**src/salc_ram.sv**
```systemverilog
// ----------------------------------------------------------------------------
// salc_ram: generic simple dual-port RAM
// One write port, one read port with registered read data (old data on
// a same-address write).
// ----------------------------------------------------------------------------
module salc_ram #(
   parameter int WIDTH = 8,
   parameter int DEPTH = 16,
   localparam int AW   = (DEPTH > 1) ? $clog2(DEPTH) : 1
) (
   input  logic                 clock,
   input  logic                 wr_en,
   input  logic [AW-1:0]        wr_addr,
   input  logic [WIDTH-1:0]     wr_data,
   input  logic                 rd_en,
   input  logic [AW-1:0]        rd_addr,
   output logic [WIDTH-1:0]     rd_data
);
   logic [WIDTH-1:0] mem_ff [DEPTH];
   logic [WIDTH-1:0] rd_data_ff;

   always_ff @(posedge clock) begin
      if (wr_en) begin
         mem_ff[wr_addr] <= wr_data;
      end
      if (rd_en) begin
         rd_data_ff <= mem_ff[rd_addr];
      end
   end

   assign rd_data = rd_data_ff;

endmodule

```
**config.mk**
```make
export PLATFORM = sky130hd
export DESIGN_NAME = salc_ram
export DESIGN_NICKNAME = d
export VERILOG_FILES = /design/src/salc_ram.sv
export SDC_FILE = /design/constraint.sdc
export NUM_CORES = 1
export LEC_CHECK = 0
export ABC_AREA = 0
export BUFFER_PORTS_ARGS = -buffer_cell sky130_fd_sc_hd__buf_2
export CORE_MARGIN = 4
export CORE_UTILIZATION = 36
export CTS_CLUSTER_DIAMETER = 30
export DETAILED_ROUTE_END_ITERATION = 12
export SYNTH_ARGS = -nofsm -noshare
export SYNTH_HDL_FRONTEND = slang
export SYNTH_SLANG_ARGS = --single-unit
export TNS_END_PERCENT = 20
```
**constraint.sdc**
```tcl
create_clock -name clock -period 5 [get_ports clock]
set_input_delay 1 -clock clock [delete_from_list [all_inputs] [get_ports clock]]
set_output_delay 1 -clock clock [all_outputs]
set_load 0.02 [all_outputs]
```
==> metrics.txt <==
Synth warnings=0; Max stage delay on crit path=0.80 ns; Worst path top cell family by delay=buffers and inverters; P&R area growth vs syn=16.5%; ranking of synthesized cells by area=edfxtp_1 (78%), mux4_2 (7.8%), mux4_1 (7.0%), a22oi_1 (2.3%), nor2_1 (0.93%); worst hold path endpoint=rd_data[3]; vias in the first global route=2436; Final setup viols=0; internal power=2.10 mW; synth unique cells=18; Worst Reg2Reg Path Length in Cells=3; min cycle time layout=2.73 ns; Die Ht=129 um; WP depth=4; Post-DRT Antenna Nets=0; combinational power share=0.046; gpl congestion=0.687; Sequential Power Share=0.497; post-detail-place hpwl=6310 um; Reg2Reg Capture Point=rd_data[3]; GRT overflow=0; crit path launch type=input pin; switching part of the total=0.193; Max Clk Rate=366 MHz; drt wl/cell=23.0 um; CTS HTree Levels=4; initial antenna violation count=0; CTS resizes=0; hold path cells=3; clock share of power=0.458; Synth top area share=0.781; wirelength, routed=10500 um; critical path endpoint category=flip-flop; pin count of the biggest net entering global routing=33; DRT Pass-1 Iters=4; Mean Syn Cell Area=22.8 um2; Mapped Cells=229; Hold Buf Count CTS=0; root buf cell=clkbuf_16; status=finished clean; max_cap viols=0; Post-Synthesis Cell Area=5230 um2; vias per cell=5.14; Mapped Nets=248; GRT Resource Usage Total=0.134; PwrDens=427 nW/um2; Final Max Slew Viols=0; layout cells sized above 1=0.270; ANT cells=0; row count=43; clock buffer count from CTS=17; Residual DRC=0; 1st-iter DRT viols=163; IO Pins=27; CP max stage cell=buf_2; Die X=129 um; Slew @ Worst Pin=1.11 ns; FF-to-FF Start=mem_ff[6][3]; Setup TNS=0 ns; CTS tree=yes; TritonCTS sink count=136; P_leak=2.00 nW; Core ar.=14000 um2; global-route wire length before repair=15500 um; reg2reg setup slack=3.51 ns; period utilization=0.546; Seq/Total Area, Yosys=0.781; RSZ-0062 raised after global routing=false; Final Hold Violating Endpoints=0; nets=285; vias post-DR=2352; Crit Path Class=input pin to flip-flop; Worst Hold Class=flip-flop to flip-flop; crit-path cells=buf_2 -> mux4_1 -> a22oi_1 -> nand2_1; CP Buf/Inv Count=1; Fin Clk Skew=0.00444 ns; Yosys reg bits=136; clk_lat worst skew=0.40 ns; maximum vdd drop=0.237 mV; Critical Path Fanout Max=32; hold path startpoint=mem_ff[11][3]; Starting Density=0.372; area leader, netlist=edfxtp_1; Reg clk slew, reported paths=0.05 ns; Net Switching=0.501 mW; PortBufs=26; Bufs on Longest Clock Path=2; final core utilization=0.434; WP data required=5.15 ns; relative slew slack=0.255; Post CTS Setup Buffer Count=0; die area=16500 um2; CP arrival=2.88 ns
-- cells by family (layout without fill, tap and decap cells) --
family                 Yosys count  in the layout  share of synthesized area
flip-flops                     136            136                      0.781
AND/OR/NAND/NOR                 35             35                     0.0314
multiplexers                    32             32                      0.148
AO/OA/AOI/OAI                   16             16                     0.0230
buffers and inverters           10             59                     0.0165
-- state kept, by name, summed over array words and instances (netlist names) --
register,flops
rd_data,8
mem_ff,128
-- area by class of cell --
cell class | count | area (um2)
sequential | 136 | 4080
multi-input combinational | 83 | 1070
timing repair buffer | 28 | 145
clock buffer | 19 | 433
tap | 180 | 225
fill | 1161 | 7950
clock inverter | 12 | 134
-- power groups by stage --
stage                     clock (mW)  combinational (mW)  sequential (mW)
final                           1.19               0.119             1.29
after global routing            1.26               0.129             1.29
after CTS                       1.21               0.120             1.29
after detailed placement           0               0.120             1.32
after global placement             0               0.117             1.32
after floorplan                    0              0.0648             1.32
-- routing by layer --
metal	vias up	track usage	share of wire
met1	1222	0.200	0.47
met3	7	0.0394	0.058
li1	1055	-	-
met4	0	0.0408	0.010
met2	68	0.192	0.46
met5	-	0	0
-- through the flow --
step	cells	cell area (um2)	setup WS, ns	hold slack, ns	power [mW]
5_1_grt	458	6090	2.11	0.764	2.69
2_1_floorplan	229	5230	2.51	0.705	1.39
6_report	458	6090	2.27	0.743	2.60
3_3_place_gp	427	5520	1.82	0.733	1.43
4_1_cts	458	6090	2.27	0.751	2.62
3_5_place_dp	427	5520	1.83	0.739	1.44
-- worst max-delay path by stage --
stage | start | to | slack (ns)
final | rd_addr[0] | rd_data[3] | 2.27
after global routing | rd_addr[0] | rd_data[0] | 2.11
after CTS | rd_addr[0] | rd_data[1] | 2.27
after detailed placement | rd_addr[0] | rd_data[4] | 1.83
after global placement | rd_addr[0] | rd_data[3] | 1.82
after floorplan | wr_addr[2] | mem_ff[0][0] | 2.51
-- synthesized netlist by cell type --
| cell type | instances |
|---|---|
| a22oi_1 | 16 |
| or3b_2 | 1 |
| nand3_1 | 1 |
| buf_4 | 1 |
| buf_2 | 3 |
| buf_6 | 3 |
| and2_1 | 1 |
| nand3b_1 | 2 |
| nor2_1 | 13 |
| nand2b_1 | 2 |
| and2b_1 | 1 |
| nor2b_1 | 1 |
| nand2_1 | 9 |
| mux4_1 | 14 |
| mux4_2 | 18 |
| nor3_1 | 4 |
| clkdlybuf4s25_2 | 3 |
| edfxtp_1 | 136 |
-- cell usage in the layout, fill, tap and decap left out, drive strengths merged --
cell type and n:
edfxtp 136, mux4 32, buf 28, clkbuf 19, a22oi 16, nor2 13, nand2 9, clkinv 8
nor3 4, bufinv 3, nand3b 2, nand2b 2, nor2b 1, and2 1, and2b 1, nand3 1
or3b 1, clkinvlp 1
-- worst reg2reg max path: stages, from the launching register on --
cell and delay [ns]:
edfxtp_1 0.36, mux4_1 0.56, a22oi_1 0.24, nand2_1 0.08
Note: power is estimated with default switching activity, not from simulation.
