<file path="src/salc_pkg.sv">
// ----------------------------------------------------------------------------
// salc_pkg: shared types and codes of the LRU cache tag controller
// Opcodes, fill kinds, stream widths and the lookup result record.
// ----------------------------------------------------------------------------
package salc_pkg;

   // request field widths (fixed by the stream format)
   localparam int OP_W   = 3;
   localparam int ADDR_W = 32;
   localparam int WAY_OW = 3;
   localparam int FILL_W = 2;
   localparam int REQ_W  = 40;   // 37 payload bits padded to whole bytes
   localparam int RSP_W  = 40;   // 39 payload bits padded to whole bytes

   typedef enum logic [OP_W-1:0] {
      OP_READ  = 3'd0,
      OP_WRITE = 3'd1,
      OP_ALLOC = 3'd2,
      OP_TOUCH = 3'd3,
      OP_COPY  = 3'd4
   } op_type;

   typedef enum logic [FILL_W-1:0] {
      FILL_NONE   = 2'd0,
      FILL_REFILL = 2'd1,
      FILL_ZERO   = 2'd2,
      FILL_LINE   = 2'd3
   } fill_type;

   typedef struct packed {
      logic [FILL_W-1:0] fill_kind;
      logic [ADDR_W-1:0] writeback_addr;
      logic              writeback;
      logic [WAY_OW-1:0] way;
      logic              hit;
   } result_type;

endpackage

</file>
<file path="src/salc_lookup.sv">
// ----------------------------------------------------------------------------
// salc_lookup: tag compare, victim choice and set update
// Works on one set row: finds the hit way, picks the LRU victim, builds the
// new tag/valid/dirty entries and the new LRU order, and forms the response.
// ----------------------------------------------------------------------------
module salc_lookup
   import salc_pkg::*;
#(
   parameter int SETS             = 256,
   parameter int WAYS             = 8,
   parameter int LINE_OFFSET_BITS = 6,
   parameter int ADDR_BITS        = 32,
   localparam int IB       = $clog2(SETS + 1) - 1,
   localparam int SHIFT    = LINE_OFFSET_BITS + IB,
   localparam int TAG_W    = (ADDR_BITS - SHIFT > 0) ? ADDR_BITS - SHIFT : 1,
   localparam int ENT_W    = TAG_W + 2,
   localparam int WAY_W    = (WAYS > 1) ? $clog2(WAYS) : 1,
   localparam int SET_W    = (SETS > 1) ? $clog2(SETS) : 1
) (
   input  logic [OP_W-1:0]          op,
   input  logic [ADDR_W-1:0]        addr,
   input  logic                     line_valid,
   input  logic                     line_dirty,
   input  logic [SET_W-1:0]         set_idx,
   input  logic [WAYS*ENT_W-1:0]    ent_row,
   input  logic [WAYS*WAY_W-1:0]    lru_row,
   output logic [WAYS*ENT_W-1:0]    ent_new,
   output logic [WAYS*WAY_W-1:0]    lru_new,
   output logic                     upd,
   output result_type               res
);
   localparam logic [ADDR_W-1:0] ADDR_MASK = ADDR_W'((64'd1 << ADDR_BITS) - 64'd1);

   logic [ADDR_W-1:0] addr_m;
   logic [ADDR_W-1:0] tag_full;
   logic [TAG_W-1:0]  tag;

   logic [TAG_W-1:0]  tag_a [WAYS];
   logic              val_a [WAYS];
   logic              dir_a [WAYS];
   logic [WAY_W-1:0]  lru_a [WAYS];
   logic [WAY_W-1:0]  lru_n [WAYS];

   logic              hit;
   logic [WAY_W-1:0]  way;
   logic [WAY_W-1:0]  pos;
   logic [TAG_W-1:0]  t_e, nt;
   logic              v_e, d_e, nv, nd;
   logic              wb, use_lru;
   logic [ADDR_W-1:0] wb_addr;
   fill_type          fill;

   assign addr_m   = addr & ADDR_MASK;
   assign tag_full = addr_m >> SHIFT;
   assign tag      = tag_full[TAG_W-1:0];

   always_comb begin
      for (int i = 0; i < WAYS; i++) begin
         tag_a[i] = ent_row[i*ENT_W +: TAG_W];
         val_a[i] = ent_row[i*ENT_W + TAG_W];
         dir_a[i] = ent_row[i*ENT_W + TAG_W + 1];
         lru_a[i] = lru_row[i*WAY_W +: WAY_W];
      end
   end

   // first valid matching way wins; miss falls back to least recent
   always_comb begin
      hit = 1'b0;
      way = lru_a[0];
      for (int i = 0; i < WAYS; i++) begin
         if (!hit && val_a[i] && (tag_a[i] == tag)) begin
            hit = 1'b1;
            way = WAY_W'(i);
         end
      end
   end

   // move used way to most recent end
   always_comb begin
      pos = '0;
      for (int i = 0; i < WAYS; i++) begin
         if (lru_a[i] == way) begin
            pos = WAY_W'(i);
         end
      end
      for (int i = 0; i < WAYS; i++) begin
         lru_n[i] = lru_a[i];
      end
      for (int i = 0; i < WAYS - 1; i++) begin
         if (WAY_W'(i) >= pos) begin
            lru_n[i] = lru_a[i+1];
         end
      end
      lru_n[WAYS-1] = way;
   end

   assign t_e = tag_a[way];
   assign v_e = val_a[way];
   assign d_e = dir_a[way];
   assign wb_addr = ((ADDR_W'(t_e) << SHIFT) + (ADDR_W'(set_idx) << LINE_OFFSET_BITS))
                    & ADDR_MASK;

   always_comb begin
      nt      = t_e;
      nv      = v_e;
      nd      = d_e;
      wb      = 1'b0;
      use_lru = 1'b0;
      upd     = 1'b0;
      fill    = FILL_NONE;
      res     = '0;
      case (op)
         OP_TOUCH: begin
            use_lru  = hit;
            upd      = 1'b1;
            res.hit  = hit;
            res.way  = WAY_OW'(way);
         end
         OP_READ, OP_WRITE, OP_ALLOC, OP_COPY: begin
            wb = !hit && v_e && d_e;
            if (wb) begin
               nd = 1'b0;
            end
            if (op == OP_COPY) begin
               nt   = tag;
               nv   = line_valid;
               nd   = line_dirty;
               fill = FILL_LINE;
            end else if (!hit) begin
               nt   = tag;
               nv   = 1'b1;
               nd   = 1'b0;
               fill = (op == OP_ALLOC) ? FILL_ZERO : FILL_REFILL;
            end
            if (op == OP_WRITE) begin
               nd = 1'b1;
            end
            use_lru            = 1'b1;
            upd                = 1'b1;
            res.hit            = hit;
            res.way            = WAY_OW'(way);
            res.writeback      = wb;
            res.writeback_addr = wb ? wb_addr : '0;
            res.fill_kind      = fill;
         end
         default: begin
            // unknown op: no update, all-zero response
            upd = 1'b0;
         end
      endcase
   end

   always_comb begin
      ent_new = ent_row;
      ent_new[way*ENT_W +: ENT_W] = {nd, nv, nt};
      lru_new = lru_row;
      if (use_lru) begin
         for (int i = 0; i < WAYS; i++) begin
            lru_new[i*WAY_W +: WAY_W] = lru_n[i];
         end
      end
   end

endmodule

</file>
<file path="config.mk">
export PLATFORM = sky130hd
export DESIGN_NAME = salc_lookup
export DESIGN_NICKNAME = d
export VERILOG_FILES = /design/src/salc_pkg.sv /design/src/salc_lookup.sv
export SDC_FILE = /design/constraint.sdc
export NUM_CORES = 1
export LEC_CHECK = 0
export BUFFER_PORTS_ARGS = -buffer_cell sky130_fd_sc_hd__buf_2
export CAP_MARGIN = 15
export CELL_PAD_IN_SITES_DETAIL_PLACEMENT = 1
export CELL_PAD_IN_SITES_GLOBAL_PLACEMENT = 1
export CORE_MARGIN = 1.5
export CORE_UTILIZATION = 33
export DETAILED_ROUTE_END_ITERATION = 8
export PLACE_DENSITY = 0.83
export SYNTH_ARGS = -nofsm -noshare
export SYNTH_HDL_FRONTEND = slang
export SYNTH_SLANG_ARGS = --single-unit
</file>
<file path="constraint.sdc">
create_clock -name vclk -period 9.86
set_clock_uncertainty 0.05 [all_clocks]
set_input_delay 0.986 -clock vclk [all_inputs]
set_output_delay 0.986 -clock vclk [all_outputs]
set_load 0.02 [all_outputs]
</file>
==> run metrics, run 1 <==
vias per cell=6.848; CP endpoint kind=output pin; Setup CP Type=in2out; Max-Cap Viols=0; Reg area=0 um2; Yosys top cell area share=a little under a tenth; sequential area share after synthesis=0%; Arrival @ worst endpoint=7770 ps; hold_sp=set_idx[5]; hold path endpoint=res[16]; dominant cell type by area after synthesis=xnor2_1; Synth Warn #=0; startpoint types=input port; PostCTS Resize Cnt=0; nets@finish=2175; Final setup viols=0; vias in the first global route=approximately 15k; Hold Crit Depth=3; Avg Cell Area, Syn=6.481 um2; Die Width=176.2 um; Die Height=176.2 um; Initial Util=33.50%; Tightest Pin Transition=1085 ps; top cells by area, synth=xnor2_1, mux2_2, nor2_1, nand2_1, xor2_1; critical path fanouts, max=54; cells after synthesis=1528; # rows=63; cts hold-fix bufs=0; Tcrit/Tclk final=between 80 and 90%; Pre-antenna DRT Iters=6; min Tclk post-route=8802 ps; gp weighted congestion=1.069; CLK BUF=0; Worst Path Required=8820 ps; area of the multi-input gates=9200 um2; routed len/inst=35.18 um; Slew Limit Fails=0; Place WS=1437 ps; fmax=approximately 110 MHz; Worst Setup SP=addr[15]; Area growth syn-to-layout=26.81%; DP Wirelength=between 60 and 70 mm; outcome=finished clean; initial antenna violation count=5; largest net degree at the start of global routing=92; critical-path cell list=buf_2 -> xor2_1 -> or4_1 -> nor4_1 -> a221oi_1 -> o21ai_2 -> and2_4 -> ha_1 -> inv_1 -> ha_1 -> nor4_1 -> and2_1 -> nor3_1 -> a21oi_1 -> nand4_1 -> a32o_1 -> a21oi_1 -> o21ai_0 -> buf_2; core area=29560 um2; gr usage total=between 50% and 60%; Port Buffers=~430; worst hold path class=in2out; first-pass GRT wire length=111.5 mm; vias=15.95k; final hold vios=0; Setup TNS Final=0 ps; seq_cells=0; Synth top cells by count=nor2_1, nand2_1, xnor2_1; synthesized cell area=9903 um2; most instantiated library cell after synthesis=nor2_1; post-synth cell types=97; layout cells sized above 1=32.97%; number of setup buffers added after CTS=0; die area=31060 um2; unrepaired setup endpoints after global routing=no; DRT Wirelength=around 82 mm; DRC=0; Fill cells=4053; slack of the critical path=1058 ps; DRT antenna net count=0; gr ovfl total=0; Worst path max stage delay=around 760 ps; Max-slew headroom=27.42%; DR iter-0 viols=between 2k and 2.5k; Ports=453; slowest stage cell, crit path=and2_4
## critical path, delay by kind of cell
family	cells	cell delay (ps)
compound gates	6	1930
buf+inv	3	680
xor+xnor	1	170
fa+ha+maj	2	690
simple gates	7	3270
## metrics by stage
stage | hold slack [ps] | utilization (%) | area, um2 | instances
6_report | 2247 | 42.48 | 12560 | 2329
3_5_place_dp | 2252 | 42.43 | 12540 | 2324
4_1_cts | 2251 | 42.43 | 12540 | 2324
3_3_place_gp | 2241 | 42.43 | 12540 | 2324
2_1_floorplan | 1999 | - | 9922 | 1533
5_1_grt | 2266 | 42.45 | 12550 | 2325
## area by class of cell
cell class | instances | share of cell area (%)
inverters | 30 | 0.9166
repair buffers | 505 | 21.86
multi-input cells | 1400 | 73.26
well taps | 390 | 3.886
diodes | 4 | 0.07971
## per-layer routing
metal  track usage [%]  routed length, um  up-vias
met4             36.75               7109        2
li1                  -                  -     6520
met1             62.31              30310     7654
met3             13.87              10620      373
met2             74.56              33880     1399
met5                 0                 12        -
## worst max-delay path by stage
stage / end / slack [ps] / cells after the start
floorplan: ent_new[144] / 2010 / 30
global placement: ent_new[104] / 1500 / 19
detailed placement: ent_new[151] / 1440 / 17
CTS: ent_new[151] / 1400 / 17
global route: ent_new[40] / 940 / 19
finish: ent_new[40] / 1060 / 19
## cell usage in the layout, fill, tap and decap left out, drive strengths merged, types with 15 or more instances in the layout
master / n
nor3: 44
nor4: 21
or4: 15
o22a: 17
nand4: 60
mux2i: 39
xor2: 62
a31oi: 44
a211oi: 20
inv: 29
nor2: 193
nand3: 78
o21ai: 68
mux2: 74
and2: 20
nand2: 189
a221o: 15
o221ai: 15
a21o: 19
and3: 20
xnor2: 103
buf: 504
a21oi: 102
## cells by family after synthesis
logic type	after synthesis	synth area share (%)
AOI/OAI and AO/OA	417	30.36
xor gates and xnor gates	165	14.59
adders and majority gates	9	1.137
buffers and inverters	133	7.302
muxes	113	12.48
other	1	0.03787
and+or+nand+nor	690	34.09
==> run 2, diff against run 1 <==
- CORE_UTILIZATION: 33 -> 30
- PLACE_DENSITY: 0.83 -> 0.79
- clock period: 9.86 -> 7.5 ns (I/O delays scaled with it)
==> run metrics, run 2 (synthesized netlist as in run 1, its figures left out) <==
DR iter-0 viols=2337 (+8.5%); unrepaired setup endpoints after global routing=no; vias=16.68k (+4.6%); critical path fanouts, max=8 (-85%); most frequent cells in the layout=buf_2, buf_4, nor2_1; worst hold path class=in2out; Tcrit/Tclk final=99.15%; Max-slew headroom=23.44% (-4.0 points); vias per cell=6.639 (-3.0%); nets@finish=2305 (+6.0%); Port Buffers=433 (unchanged); gr ovfl total=0 (unchanged); Setup TNS Final=0 ps (unchanged); Reg area=0 um2 (unchanged); critical-path cell list=buf_2 -> buf_4 -> xor2_1 -> nor4_1 -> nand4_1 -> or3_1 -> nand4_1 -> a211o_1 -> a21o_2 -> inv_4 -> ha_1 -> ha_1 -> inv_1 -> ha_1 -> nor4_1 -> buf_4 -> and2_1 -> buf_4 -> nor2_1 -> nand2_1 -> o221ai_2 -> nand2_1 -> a41oi_1 -> buf_2; startpoint types=input port; # rows=66 (+4.8%); DP Wirelength=73.39 mm (+9.8%); min Tclk post-route=roughly 7400 ps; CP endpoint kind=output pin; PostCTS Resize Cnt=0 (unchanged); routed len/inst=35.30 um (+0.35%); Die Height=184.7 um (+4.8%); vias in the first global route=15.78k (+5.1%); hold_sp=set_idx[0]; core area=32540 um2 (+10%); Place WS=432.7 ps (-1004 ps); fmax=134.5 MHz; layout cells sized above 1=37.24% (+4.3 points); outcome=finished clean; cts hold-fix bufs=0 (unchanged); number of setup buffers added after CTS=0 (unchanged); crit path capture=ent_new[157]; CLK BUF=0 (unchanged); final hold vios=0 (unchanged); DRT antenna net count=0 (unchanged); Worst Setup SP=addr[26]; die area=34110 um2 (+9.8%); Tightest Pin Transition=1148 ps (+63.69 ps); slowest stage cell, crit path=o221ai_2; Area growth syn-to-layout=38.32%; DRC=0 (unchanged); Worst path max stage delay=610 ps (-150 ps); Ports=453 (unchanged); Final setup viols=0 (unchanged); gp weighted congestion=1.051 (-1.7%); Pre-antenna DRT Iters=5 (-1); DRT Wirelength=88.71 mm (+8.3%); Arrival @ worst endpoint=6640 ps (-1130 ps); largest net degree at the start of global routing=92 (unchanged); seq_cells=0 (unchanged); commonest non-fill, non-tap cell in the layout=buf_2; Max-Cap Viols=0 (unchanged); initial antenna violation count=10 (+5); Worst Path Required=6700 ps (-2120 ps); gr usage total=50.10% (-0.27 points); Initial Util=30.44% (-3.1 points); first-pass GRT wire length=119.7 mm (+7.3%); Setup CP Type=in2out; Die Width=184.7 um (+4.8%); slack of the critical path=63.98 ps (-993.6 ps); Slew Limit Fails=0 (unchanged)
[run 2: cell count changes in the layout (fill, tap and decap cells not counted)]
cell / change
o21ai_0: +3
a31oi_2: +1
diode_2: +2
o21ai_1: -3
a31oi_1: -1
buf_4: +124
buf_12: +7
clkbuf_4: -1
[run 2: critical path: cells and delay by family]
| kind | cells | cell delay, ps |
|---|---|---|
| simple gates | 9 | 1800 |
| compound gates | 4 | 1730 |
| xor+xnor | 1 | 530 |
| fa+ha+maj | 3 | 610 |
| buf+inv | 7 | 1180 |
[run 2: final cells by class]
cell class                 count  area [um2]
antenna                        6       15.01
tap                          442       553.0
multi-input combinational   1400        9206
inverter                      30       115.1
timing repair buffer         635        3809
fill                        4457       18840
[run 2: through the flow]
step / cell area [um2] / utilization, % / instances / hold slack, ps
6_report: 13700 / 42.10 / 2513 / 1773
5_1_grt: 13680 / 42.06 / 2507 / 1792
4_1_cts: 13680 / 42.04 / 2507 / 1773
3_5_place_dp: 13680 / 42.04 / 2507 / 1773
3_3_place_gp: 13680 / 42.04 / 2507 / 1768
2_1_floorplan: 9922 / - / 1533 / 1527
[run 2: worst min path at each step]
stage | end | slack (ps) | depth (start not counted)
global placement | res[16] | 1770 | 3
floorplan | res[37] | 1530 | 1
detailed placement | res[11] | 1770 | 3
global route | res[12] | 1790 | 3
CTS | res[11] | 1770 | 3
finish | res[11] | 1770 | 3
[run 2: layer usage]
layer | vias to the layer above | part of all wire [%] | routed length [um] | track usage, %
met2 | 1438 | 42 | 37420 | 76.94
met5 | - | 0.048 | 43 | 0
li1 | 6785 | - | - | -
met1 | 8051 | 36 | 32090 | 59.46
met4 | 6 | 8.9 | 7871 | 36.23
met3 | 404 | 13 | 11290 | 14.50
